[config.mk]
export PLATFORM = sky130hd
export DESIGN_NAME = serial_frame_receiver_unit_flat
export DESIGN_NICKNAME = d
export VERILOG_FILES = /design/src/hdl/sfr_pkg.sv /design/src/hdl/sfr_if.sv /design/src/hdl/sfr_decode.sv /design/src/hdl/serial_frame_receiver_unit.sv /design/src/flat_wrapper.sv
export SDC_FILE = /design/constraint.sdc
export NUM_CORES = 1
export LEC_CHECK = 0
export BUFFER_PORTS_ARGS = -buffer_cell sky130_fd_sc_hd__clkbuf_2
export CAP_MARGIN = 40
export CORE_UTILIZATION = 60
export CTS_CLUSTER_SIZE = 25
export DETAILED_ROUTE_END_ITERATION = 7
export GPL_ROUTABILITY_DRIVEN = 0
export GPL_TIMING_DRIVEN = 0
export HOLD_SLACK_MARGIN = 0.1
export PLACE_DENSITY_LB_ADDON = 0.12
export SYNTH_ARGS = -nofsm -noshare
export SYNTH_HDL_FRONTEND = slang
export SYNTH_HIERARCHICAL = 1
export SYNTH_SLANG_ARGS = --single-unit
[constraint.sdc]
create_clock -name clk -period 5.45 [get_ports clk]
set_clock_uncertainty 0.2 [all_clocks]
set_input_delay 0.2725 -clock clk [delete_from_list [all_inputs] [get_ports clk]]
set_output_delay 0.2725 -clock clk [all_outputs]
set_load 0.005 [all_outputs]
[src/hdl/sfr_pkg.sv]
// Shared types, codes and reset values for the serial frame receiver.
package sfr_pkg;

	// Byte and configuration index widths
	localparam int BYTE_W    = 8;
	localparam int CFG_IDX_W = 4;

	// Configuration register indexes
	localparam logic [CFG_IDX_W-1:0] CFG_SYNC_CODE       = 4'd0;
	localparam logic [CFG_IDX_W-1:0] CFG_DATA_CTRL_CODE  = 4'd1;
	localparam logic [CFG_IDX_W-1:0] CFG_FILE_START_CODE = 4'd2;
	localparam logic [CFG_IDX_W-1:0] CFG_FILE_END_CODE   = 4'd3;

	// Configuration reset values
	localparam logic [BYTE_W-1:0] RST_SYNC_CODE       = 8'd22;
	localparam logic [BYTE_W-1:0] RST_DATA_CTRL_CODE  = 8'd2;
	localparam logic [BYTE_W-1:0] RST_FILE_START_CODE = 8'd35;
	localparam logic [BYTE_W-1:0] RST_FILE_END_CODE   = 8'd64;

	// Event kinds on the result channel
	typedef enum logic [2:0] {
		KIND_PLAIN  = 3'd0,
		KIND_FSTART = 3'd1,
		KIND_FEND   = 3'd2,
		KIND_CTRL   = 3'd3,
		KIND_DATA   = 3'd4,
		KIND_DEND   = 3'd5
	} kind_t;

	// Frame field being expected next
	typedef enum logic [2:0] {
		FLD_SYNC  = 3'd1,
		FLD_ADDR  = 3'd2,
		FLD_CTRL  = 3'd3,
		FLD_NUM   = 3'd4,
		FLD_LEN   = 3'd5,
		FLD_DATA  = 3'd6,
		FLD_CHECK = 3'd7
	} fld_t;

	typedef struct packed {
		logic [BYTE_W-1:0] sync_code;
		logic [BYTE_W-1:0] data_control_code;
		logic [BYTE_W-1:0] file_start_code;
		logic [BYTE_W-1:0] file_end_code;
	} cfg_t;

	typedef struct packed {
		fld_t              field_index;
		logic              in_frame;
		logic              is_data_frame;
		logic              file_mode;
		logic [BYTE_W-1:0] data_count;
		logic [BYTE_W-1:0] length;
		logic [BYTE_W-1:0] address;
		logic [BYTE_W-1:0] control;
		logic [BYTE_W-1:0] number;
	} state_t;

	typedef struct packed {
		kind_t             event_kind;
		logic [BYTE_W-1:0] char_value;
		logic              to_file;
		logic [BYTE_W-1:0] frame_address;
		logic [BYTE_W-1:0] frame_control;
		logic [BYTE_W-1:0] frame_number;
		logic [BYTE_W-1:0] frame_length;
		logic [BYTE_W-1:0] check_byte;
	} result_t;

	localparam state_t STATE_RESET = '{
		field_index:   FLD_SYNC,
		in_frame:      1'b0,
		is_data_frame: 1'b0,
		file_mode:     1'b0,
		data_count:    '0,
		length:        '0,
		address:       '0,
		control:       '0,
		number:        '0
	};

endpackage

[src/hdl/sfr_if.sv]
// Channel interfaces: received byte, result event and configuration write.
interface sfr_byte_if import sfr_pkg::*; ();
	logic              valid;
	logic              ready;
	logic [BYTE_W-1:0] rx_byte;

	modport source (output valid, output rx_byte, input ready);
	modport sink   (input valid, input rx_byte, output ready);
endinterface

interface sfr_event_if import sfr_pkg::*; ();
	logic              valid;
	logic              ready;
	logic [2:0]        event_kind;
	logic [BYTE_W-1:0] char_value;
	logic              to_file;
	logic [BYTE_W-1:0] frame_address;
	logic [BYTE_W-1:0] frame_control;
	logic [BYTE_W-1:0] frame_number;
	logic [BYTE_W-1:0] frame_length;
	logic [BYTE_W-1:0] check_byte;

	modport source (output valid, output event_kind, output char_value, output to_file,
		output frame_address, output frame_control, output frame_number,
		output frame_length, output check_byte, input ready);
	modport sink   (input valid, input event_kind, input char_value, input to_file,
		input frame_address, input frame_control, input frame_number,
		input frame_length, input check_byte, output ready);
endinterface

interface sfr_cfg_if import sfr_pkg::*; ();
	logic                 valid;
	logic                 ready;
	logic [CFG_IDX_W-1:0] reg_index;
	logic [BYTE_W-1:0]    wr_data;

	modport source (output valid, output reg_index, output wr_data, input ready);
	modport sink   (input valid, input reg_index, input wr_data, output ready);
endinterface

[src/hdl/sfr_decode.sv]
// Per-byte decoder: next receiver state and the optional result event.
module sfr_decode import sfr_pkg::*; (
	input  cfg_t              cfg,
	input  state_t            st,
	input  logic [BYTE_W-1:0] rx_byte,
	output state_t            st_next,
	output logic              emit,
	output result_t           res
);

	logic [BYTE_W-1:0] count_inc;

	assign count_inc = st.data_count + 1'b1;

	always_comb begin
		st_next = st;
		emit    = 1'b0;
		res     = '0;

		if (!st.in_frame && rx_byte != cfg.sync_code) begin
			// Outside a frame: file mode toggles or plain character
			emit = 1'b1;
			if (!st.file_mode && rx_byte == cfg.file_start_code) begin
				st_next.file_mode = 1'b1;
				res.event_kind    = KIND_FSTART;
			end else if (st.file_mode && rx_byte == cfg.file_end_code) begin
				st_next.file_mode = 1'b0;
				res.event_kind    = KIND_FEND;
			end else begin
				res.event_kind = KIND_PLAIN;
				res.char_value = rx_byte;
			end
		end else begin
			// Frame fields
			case (st.field_index)
				FLD_ADDR: begin
					st_next.address     = rx_byte;
					st_next.field_index = FLD_CTRL;
				end
				FLD_CTRL: begin
					st_next.control = rx_byte;
					if (rx_byte == cfg.data_control_code)
						st_next.is_data_frame = 1'b1;
					st_next.field_index = FLD_NUM;
				end
				FLD_NUM: begin
					st_next.number = rx_byte;
					if (!st.is_data_frame) begin
						emit                  = 1'b1;
						res.event_kind        = KIND_CTRL;
						res.frame_address     = st.address;
						res.frame_control     = st.control;
						res.frame_number      = rx_byte;
						st_next.field_index   = FLD_SYNC;
						st_next.in_frame      = 1'b0;
						st_next.is_data_frame = 1'b0;
					end else begin
						st_next.field_index = FLD_LEN;
					end
				end
				FLD_LEN: begin
					st_next.length      = rx_byte;
					st_next.data_count  = '0;
					st_next.field_index = (rx_byte == '0) ? FLD_CHECK : FLD_DATA;
				end
				FLD_DATA: begin
					emit              = 1'b1;
					res.event_kind    = KIND_DATA;
					res.char_value    = rx_byte;
					res.to_file       = st.file_mode;
					res.frame_address = st.address;
					res.frame_control = st.control;
					res.frame_number  = st.number;
					res.frame_length  = st.length;
					if (count_inc == st.length) begin
						st_next.data_count  = '0;
						st_next.field_index = FLD_CHECK;
					end else begin
						st_next.data_count = count_inc;
					end
				end
				FLD_CHECK: begin
					emit                  = 1'b1;
					res.event_kind        = KIND_DEND;
					res.to_file           = st.file_mode;
					res.frame_address     = st.address;
					res.frame_control     = st.control;
					res.frame_number      = st.number;
					res.frame_length      = st.length;
					res.check_byte        = rx_byte;
					st_next.field_index   = FLD_SYNC;
					st_next.in_frame      = 1'b0;
					st_next.is_data_frame = 1'b0;
				end
				default: begin
					// Expecting sync
					if (rx_byte == cfg.sync_code) begin
						st_next.in_frame      = 1'b1;
						st_next.is_data_frame = 1'b0;
						st_next.field_index   = FLD_ADDR;
					end else begin
						st_next.field_index   = FLD_SYNC;
						st_next.in_frame      = 1'b0;
						st_next.is_data_frame = 1'b0;
					end
				end
			endcase
		end
	end

endmodule

[src/hdl/serial_frame_receiver_unit.sv]
// Top level of the sync-byte framed serial receiver.
//
//  channel  dir  signals                                   request
//  rx       in   valid ready rx_byte                       one received byte
//  ev       out  valid ready event_kind char_value ...     one result event
//  cfg      in   valid ready reg_index wr_data             one register write
//
// Each byte is decoded in the cycle it is accepted; the state registers and
// the result register load at that edge, so one byte per cycle is sustained
// while rx.ready is high; a result shows in the cycle after its byte. Sync,
// address, control, number (data frame) and length bytes give no result.
// rx.ready drops only while a result is held in the register and ev.ready is
// low. cfg.ready is always high. Reset sets the frame state to expecting sync
// and the codes to their defaults; no clearing pass is needed.
module serial_frame_receiver_unit import sfr_pkg::*; (
	input  logic        clk,
	input  logic        arst_n,
	sfr_byte_if.sink    rx,
	sfr_event_if.source ev,
	sfr_cfg_if.sink     cfg
);

	cfg_t    cfg_q;
	state_t  st_q;
	state_t  st_next;
	logic    emit;
	result_t res;
	result_t res_q;
	logic    ev_valid_q;
	logic    rx_take;

	// Configuration registers
	assign cfg.ready = 1'b1;

	always_ff @(posedge clk or negedge arst_n) begin
		if (!arst_n) begin
			cfg_q.sync_code         <= RST_SYNC_CODE;
			cfg_q.data_control_code <= RST_DATA_CTRL_CODE;
			cfg_q.file_start_code   <= RST_FILE_START_CODE;
			cfg_q.file_end_code     <= RST_FILE_END_CODE;
		end else if (cfg.valid) begin
			case (cfg.reg_index)
				CFG_SYNC_CODE:       cfg_q.sync_code         <= cfg.wr_data;
				CFG_DATA_CTRL_CODE:  cfg_q.data_control_code <= cfg.wr_data;
				CFG_FILE_START_CODE: cfg_q.file_start_code   <= cfg.wr_data;
				CFG_FILE_END_CODE:   cfg_q.file_end_code     <= cfg.wr_data;
				default: ;
			endcase
		end
	end

	// Byte decoder
	sfr_decode u_decode (
		.cfg     (cfg_q),
		.st      (st_q),
		.rx_byte (rx.rx_byte),
		.st_next (st_next),
		.emit    (emit),
		.res     (res)
	);

	// Accept while the result register is empty or being drained
	assign rx.ready = !ev_valid_q || ev.ready;
	assign rx_take  = rx.valid && rx.ready;

	// Receiver state
	always_ff @(posedge clk or negedge arst_n) begin
		if (!arst_n) begin
			st_q <= STATE_RESET;
		end else if (rx_take) begin
			st_q <= st_next;
		end
	end

	// Result register
	always_ff @(posedge clk or negedge arst_n) begin
		if (!arst_n) begin
			ev_valid_q <= 1'b0;
		end else if (rx_take) begin
			ev_valid_q <= emit;
		end else if (ev.ready) begin
			ev_valid_q <= 1'b0;
		end
	end

	always_ff @(posedge clk) begin
		if (rx_take && emit)
			res_q <= res;
	end

	assign ev.valid         = ev_valid_q;
	assign ev.event_kind    = res_q.event_kind;
	assign ev.char_value    = res_q.char_value;
	assign ev.to_file       = res_q.to_file;
	assign ev.frame_address = res_q.frame_address;
	assign ev.frame_control = res_q.frame_control;
	assign ev.frame_number  = res_q.frame_number;
	assign ev.frame_length  = res_q.frame_length;
	assign ev.check_byte    = res_q.check_byte;

	// Frame state consistency
	a_frame_flag: assert property (@(posedge clk) disable iff (!arst_n)
		st_q.in_frame == (st_q.field_index != FLD_SYNC))
		else $error("in_frame disagrees with field index");

	a_data_flag: assert property (@(posedge clk) disable iff (!arst_n)
		st_q.is_data_frame |-> st_q.in_frame)
		else $error("data frame flag set outside a frame");

	a_count_range: assert property (@(posedge clk) disable iff (!arst_n)
		(st_q.field_index == FLD_DATA) |-> (st_q.data_count < st_q.length))
		else $error("data count reached length in data phase");

	a_file_toggle: assert property (@(posedge clk) disable iff (!arst_n)
		(st_q.file_mode != $past(st_q.file_mode)) |->
		(ev_valid_q && (res_q.event_kind == KIND_FSTART || res_q.event_kind == KIND_FEND)))
		else $error("file mode changed without a file event");

endmodule
[src/flat_wrapper.sv]
// flat-port wrapper written by rule: the top's interface ports become plain ports
module serial_frame_receiver_unit_flat import sfr_pkg::*;
  (clk, arst_n, rx_valid, rx_rx_byte, rx_ready, ev_valid, ev_event_kind, ev_char_value, ev_to_file, ev_frame_address, ev_frame_control, ev_frame_number, ev_frame_length, ev_check_byte, ev_ready, cfg_valid, cfg_reg_index, cfg_wr_data, cfg_ready);
  sfr_byte_if rx_i ();
  sfr_event_if ev_i ();
  sfr_cfg_if cfg_i ();
  input  logic clk;
  input  logic arst_n;
  input wire logic [$bits(rx_i.valid)-1:0] rx_valid;
  input wire logic [$bits(rx_i.rx_byte)-1:0] rx_rx_byte;
  output wire logic [$bits(rx_i.ready)-1:0] rx_ready;
  output wire logic [$bits(ev_i.valid)-1:0] ev_valid;
  output wire logic [$bits(ev_i.event_kind)-1:0] ev_event_kind;
  output wire logic [$bits(ev_i.char_value)-1:0] ev_char_value;
  output wire logic [$bits(ev_i.to_file)-1:0] ev_to_file;
  output wire logic [$bits(ev_i.frame_address)-1:0] ev_frame_address;
  output wire logic [$bits(ev_i.frame_control)-1:0] ev_frame_control;
  output wire logic [$bits(ev_i.frame_number)-1:0] ev_frame_number;
  output wire logic [$bits(ev_i.frame_length)-1:0] ev_frame_length;
  output wire logic [$bits(ev_i.check_byte)-1:0] ev_check_byte;
  input wire logic [$bits(ev_i.ready)-1:0] ev_ready;
  input wire logic [$bits(cfg_i.valid)-1:0] cfg_valid;
  input wire logic [$bits(cfg_i.reg_index)-1:0] cfg_reg_index;
  input wire logic [$bits(cfg_i.wr_data)-1:0] cfg_wr_data;
  output wire logic [$bits(cfg_i.ready)-1:0] cfg_ready;
  assign rx_i.valid = rx_valid;
  assign rx_i.rx_byte = rx_rx_byte;
  assign rx_ready = rx_i.ready;
  assign ev_valid = ev_i.valid;
  assign ev_event_kind = ev_i.event_kind;
  assign ev_char_value = ev_i.char_value;
  assign ev_to_file = ev_i.to_file;
  assign ev_frame_address = ev_i.frame_address;
  assign ev_frame_control = ev_i.frame_control;
  assign ev_frame_number = ev_i.frame_number;
  assign ev_frame_length = ev_i.frame_length;
  assign ev_check_byte = ev_i.check_byte;
  assign ev_i.ready = ev_ready;
  assign cfg_i.valid = cfg_valid;
  assign cfg_i.reg_index = cfg_reg_index;
  assign cfg_i.wr_data = cfg_wr_data;
  assign cfg_ready = cfg_i.ready;
  serial_frame_receiver_unit u_core (.clk(clk), .arst_n(arst_n), .rx(rx_i), .ev(ev_i), .cfg(cfg_i));
endmodule
# After elaboration in Yosys (flattened, before gate mapping)
# Cells that the tools add are included.
dict set report word_totals {
  regBits 131
  input_bits 25
  out_inout_bits 55
  wordCells 106
}
dict set report classes {
  addsub 1
  eq_ne 18
  n_mux 28
  n_bitwise 5
  n_reduce_logical 32
}
# op count
set op_table {}
lappend op_table {{24-bit one-hot mux with 2 select lines} 1}
lappend op_table {{8-bit == test} 5}
lappend op_table {{8-bit 2-to-1 mux} 4}
lappend op_table {{24-bit 2-to-1 mux} 1}
lappend op_table {{3-bit AND reduction} 7}
lappend op_table {{3-bit one-hot mux with 6 select lines} 1}
lappend op_table {{8-bit one-hot mux with 2 select lines} 1}
lappend op_table {{3-bit == test (second input constant)} 4}
lappend op_table {{11-bit 2-to-1 mux} 1}
lappend op_table {{3-bit one-hot mux with 3 select lines} 1}
lappend op_table {{8-bit by 1-bit adder with 8-bit output (second input constant)} 1}
lappend op_table {{4-bit by 2-bit == test with 1-bit output (second input constant)} 2}
lappend op_table {{8-bit logical NOT} 1}
lappend op_table {{1-bit 2-to-1 mux} 8}
lappend op_table {{2-bit 2-to-1 mux} 4}
lappend op_table {{8-bit inequality test} 1}
lappend op_table {{2-bit AND reduction} 4}
lappend op_table {{4-bit AND reduction} 2}
lappend op_table {{3-bit by 2-bit == test with 1-bit output (second input constant)} 2}
lappend op_table {{3-bit 2-to-1 mux} 2}
lappend op_table {{2-bit inequality test (second input constant)} 3}
lappend op_table {{2-bit nonzero test} 3}
lappend op_table {{2-bit OR reduction} 3}
lappend op_table {{1-bit logical AND} 5}
lappend op_table {{11 further kinds} 17}

# Depth between registers and ports, before layout
dict set report logic_depth {
  ltp_word 5
  ltp_mapped 9
  mapped_depth_nobuf 8
}

# Cells and area by module
# The synthesis kept the hierarchy.
# module n_inst cells_each area_per_inst_um2 seq_area_each_um2
set modules_own_cells {}
lappend modules_own_cells {serial_frame_receiver_unit 1 226 4543.1 3549.7}
lappend modules_own_cells {sfr_decode 1 273 1865.5 0.0}

# Least setup slack after synthesis
# Ideal clock, no wire load.
dict set report synth_path {
  path_type {reg2reg}
  from {register u_core/cfg_q[28] (netlist name)}
  to {register u_core.res_q, in the netlist u_core/ev.char_value[0] (enable)}
  setup_time_ns 0.415
  arrival_ns 2.847
  required_ns 4.835
  setup_slack_ns 1.988
  path_stages_with_launch 7
  n_path_buf 1
  synth_period_minus_slack_ns 3.462
  path_cell_list {dfstp_2 > xor2_1 > nor4_1 > a21oi_1 > clkbuf_1 > nand2b_1 > and3_1}
}
dict set report synth_via {
  elab_chain_len 4
}
# element line
set synth_lines {}
lappend synth_lines {{from (decl)} serial_frame_receiver_unit.sv:23} ;# cfg_t cfg_q;
lappend synth_lines {{8-bit inequality test} sfr_decode.sv:20} ;# if (!st.in_frame && rx_byte != cfg.sync_code) begin
lappend synth_lines {{1-bit logical AND} sfr_decode.sv:20}
lappend synth_lines {{1-bit 2-to-1 mux} sfr_decode.sv:20}
lappend synth_lines {{net u_core.emit} serial_frame_receiver_unit.sv:26} ;# logic emit;
lappend synth_lines {{1-bit logical AND} serial_frame_receiver_unit.sv:87} ;# if (rx_take && emit)
lappend synth_lines {{to (signal assigned)} serial_frame_receiver_unit.sv:88} ;# res_q <= res;
lappend synth_lines {{to (decl)} serial_frame_receiver_unit.sv:28} ;# result_t res_q;
# The timed path passes the listed nets, and every way through them passes these cells.
# A chain may end at the register's enable or synchronous reset.

# Final worst setup path
dict set report layout_path {
  from {register u_core/cfg_q[28] (netlist name)}
  to {register u_core.res_q, in the netlist u_core/ev.event_kind[1] (enable)}
}
# Same word-level chain as after synthesis.

==> flow_summary.toml <==
[clock_tree]
cts_buffer_depth = 2
htree_levels = 4
root_buffer = "sky130_fd_sc_hd__clkbuf_8"
clk-insertion-delay-late_ns = 0.52
clk_transition_reported_paths_ns = 0.06
cts_buffers = 17
post_cts.repair.setup_buffers = 0
tritoncts = "done"
clock_sink_count = 131

[setup_path]
slowest_delay_ns = 0.57
worstPathMaxFanout = 30
cell_breakdown_of_the_critical_path = "xor2_1 -> nor4_1 -> a21oi_1 -> clkbuf_1 -> nand2b_1 -> and3_2 -> buf_12"
worst_r2r_endpoint = "u_core/ev.event_kind[1]$_DFFE_PP_"
worst_reg2reg_path_startpoint = "u_core/cfg_q[28]$_DFFE_PN1P_"
critical_path_launch_point_type = "flop"
setup.worst_path.class = "reg -> reg"
critical_path_required_ns = 5.47
internal_reg_to_reg_setup_slack_ns = 2.11
ff2ff_path_depth = 7
setup.worst_path.end_class = "flop"
timing.critical_path.slowest_stage_cell = "sky130_fd_sc_hd__and3_2"
worst_ep_arrival_time_ns = 3.36

[route]
routed_antenna_nets = 0
route.detailed.wl_per_inst_um = 18.3
drcViolationCount = 0
route.detailed.vias_per_inst = 5.81
maxUsedRoutingLayer = "met4"
drt_iter0_drc = 312
detail_route.wirelength_mm = 14.0
sum_of_routed_wire_segments_on_met1_mm = 5.79
detailroute.wirelength.met2_mm = 7.14
drt_pass1_iterations = 6
met3RoutedLength_um = 803
vias = 4442

[timing]
final.min_clock_period_ns = 3.34
hold_viol = 0
final_min_period_over_clock_period_pct = 61.3
setup_viol = 0
fin_setup_tns_ns = 0
max_clock_freq_mhz = 299
slew-limit-headroom_pct = 45.2
grt_setup_unrepaired = "false"
worst_pin_slew_ns = 0.822
timing.hold.ws_ns = 0.150
report.final.slew_viol_count = 0

[die]
start_util_pct = 62.1
design.portCount = 80
rows = 37
floorplan.die.height_um = 105
dieWidth_um = 105
area_of_the_die_um2 = 11100
coreArea_um2 = 10300

[placement]
detailed_place_hpwl_mm = 9.04
placement.io_buffers = 78
dpl-instance-area_um2 = 7030
placed_instances = 716

[yosys]
synthesis.instances = 499
ys.warnings.count = 6
ys_async_sr_fraction_pct = 60.3
number_of_flip_flops_and_latches_in_the_synthesized_netlist = 131
synth.lib_cells_used.distinct = 51
synth_seq_area_share_pct = 55.4
dominantRegCellSynth = "sky130_fd_sc_hd__dfrtp_1"
netlist.top_cell.by_area = "sky130_fd_sc_hd__dfrtp_1"
synth-edff-count = 52
netlist_top_cells_area = "sky130_fd_sc_hd__dfrtp_1 27%, sky130_fd_sc_hd__edfxtp_1 24%, sky130_fd_sc_hd__mux2_2 19%"
mappedNetlistArea_um2 = 6410
synth.net_count = 525
synth_top_area_share_pct = 27.3
synth_area_per_cell_um2 = 12.8

[hold_path]
path_class_of_the_lowest_slack_min_delay_path = "in -> reg"
timing.hold.worst_endpoint = "u_core/cfg_q[30]$_DFFE_PN0P_"
cell_depth_of_the_worst_hold_path = 4
worst_hold_startpoint = "cfg_reg_index[2]"

[flow_run]
cap_viol_max_count = 0

[cells_and_area]
most_common_library_cell_in_the_layout_ignoring_fill_and_taps = "sky130_fd_sc_hd__mux2_2"
finish.net_count = 642
diodes = 0
post_route_cells_drive_above_1_share_pct = 39.9
area_growth_pct = 21.2
layoutNonFillerInstCount = 765
layout.cells.most_common_list = "110 x sky130_fd_sc_hd__mux2_2, 77 x sky130_fd_sc_hd__clkbuf_2, 70 x sky130_fd_sc_hd__dfrtp_1"
finish.instance_area_um2 = 7770

[pwr]
fin_total_pwr_mw = 3.46
leakage_nw = 3.37
pwr_density_cell_nw_per_um2 = 445
max-vdd-ir-drop_mv = 0.268

[global_route]
grt_max_degree = 57
first_pass_grt_wire_length_mm = 22.4
first_global_vias = 4362
overflow_left_after_global_routing = 0
antenna_found_initial = 0
overall_global_routing_usage_pct = 27.0

[run_status]
run_status = "complete, no violations"
==> cell usage after synthesis, drive strengths merged (2+ instances only) <==
cell / n
mux2: 110
nor4: 5
edfxtp: 52
dfstp: 9
o31ai: 5
buf: 9
and2: 34
nand2: 22
nor3b: 2
nand4: 5
or4: 3
o311ai: 3
a31oi: 2
dfrtp: 70
nor2: 22
o21ai: 7
a211oi: 2
o211ai: 3
nor3: 9
a22oi: 8
xor2: 26
nand2b: 4
and3: 9
xnor2: 16
clkbuf: 17
inv: 8
or2: 2
a21oi: 7
nor2b: 2
or3: 2
nand3: 10
mux2i: 3
==> per-layer routing <==
metal	vias up	track usage, %
met2	185	45.9
met3	27	4.76
met5	-	0
li1	2054	-
met1	2176	33.3
met4	0	13.0
==> what timing repair did <==
item,4_1_cts,5_1_grt
endpoints found under the hold margin,106,0
hold buffers,16,0
gates resized for setup,0,0
==> worst max-delay path: cells and delay by family (launching register included) <==
| kind | cells | cell delay (ns) |
|---|---|---|
| XOR/XNOR | 1 | 0.20 |
| AND/OR/NAND/NOR | 3 | 0.88 |
| AO/OA/AOI/OAI | 1 | 0.55 |
| flip-flops | 1 | 0.53 |
| buffers and inverters | 2 | 0.66 |
==> power breakdown <==
part | total, mW | internal, mW | switching [mW]
sequential | 1.45 | 1.31 | 0.144
combinational | 0.909 | 0.450 | 0.459
clock | 1.10 | 0.656 | 0.442
==> through the flow <==
step	util, %	worst slack (ns)
3_3_place_gp	67.5	1.22
6_report	75.3	2.11
3_5_place_dp	68.1	2.16
4_1_cts	75.1	2.13
2_1_floorplan	-	1.99
5_1_grt	75.3	1.97
==> worst max-delay path by stage <==
stage                                      start  cells past startpoint                                   end
global placement    u_core/cfg_q[28]$_DFFE_PN1P_                      6     u_core/ev.event_kind[1]$_DFFE_PP_
finish              u_core/cfg_q[28]$_DFFE_PN1P_                      7     u_core/ev.event_kind[1]$_DFFE_PP_
detailed placement  u_core/cfg_q[28]$_DFFE_PN1P_                      7     u_core/ev.event_kind[1]$_DFFE_PP_
floorplan           u_core/cfg_q[28]$_DFFE_PN1P_                      6     u_core/ev.char_value[0]$_DFFE_PP_
CTS                 u_core/cfg_q[28]$_DFFE_PN1P_                      7   u_core/ev.frame_number[6]$_DFFE_PP_
global route        u_core/cfg_q[28]$_DFFE_PN1P_                      7  u_core/ev.frame_control[3]$_DFFE_PP_
==> kinds of logic after synthesis <==
family                     share of synthesized area, %
DFF                                                55.4
buffers and inverters                              2.26
xor gates and xnor gates                           5.74
AOI/OAI and AO/OA                                  4.88
other                                            0.0585
muxes                                              19.8
adders and majority gates                         0.195
and+or+nand+nor                                    11.7
==> state kept, by name, indices dropped and copies added, names as in the netlist <==
register	count
u_core/cfg_q	32
u_core/ev.char_value	8
u_core/ev.check_byte	8
u_core/ev.event_kind	3
u_core/ev.frame_address	8
u_core/ev.frame_control	8
u_core/ev.frame_length	8
u_core/ev.frame_number	8
u_core/ev.to_file	1
u_core/ev.valid	1
u_core/st_q	46
==> final cells by class <==
class | instances | area, µm²
buffer | 26 | 115
sequential | 131 | 3550
tap | 136 | 170
multi-input combinational | 334 | 2720
inverter | 8 | 30.0
clock buffer | 18 | 418
clock inverter | 14 | 154
timing repair buffer | 98 | 617
fill | 658 | 2550
Note: power is estimated with default switching activity, not from simulation.
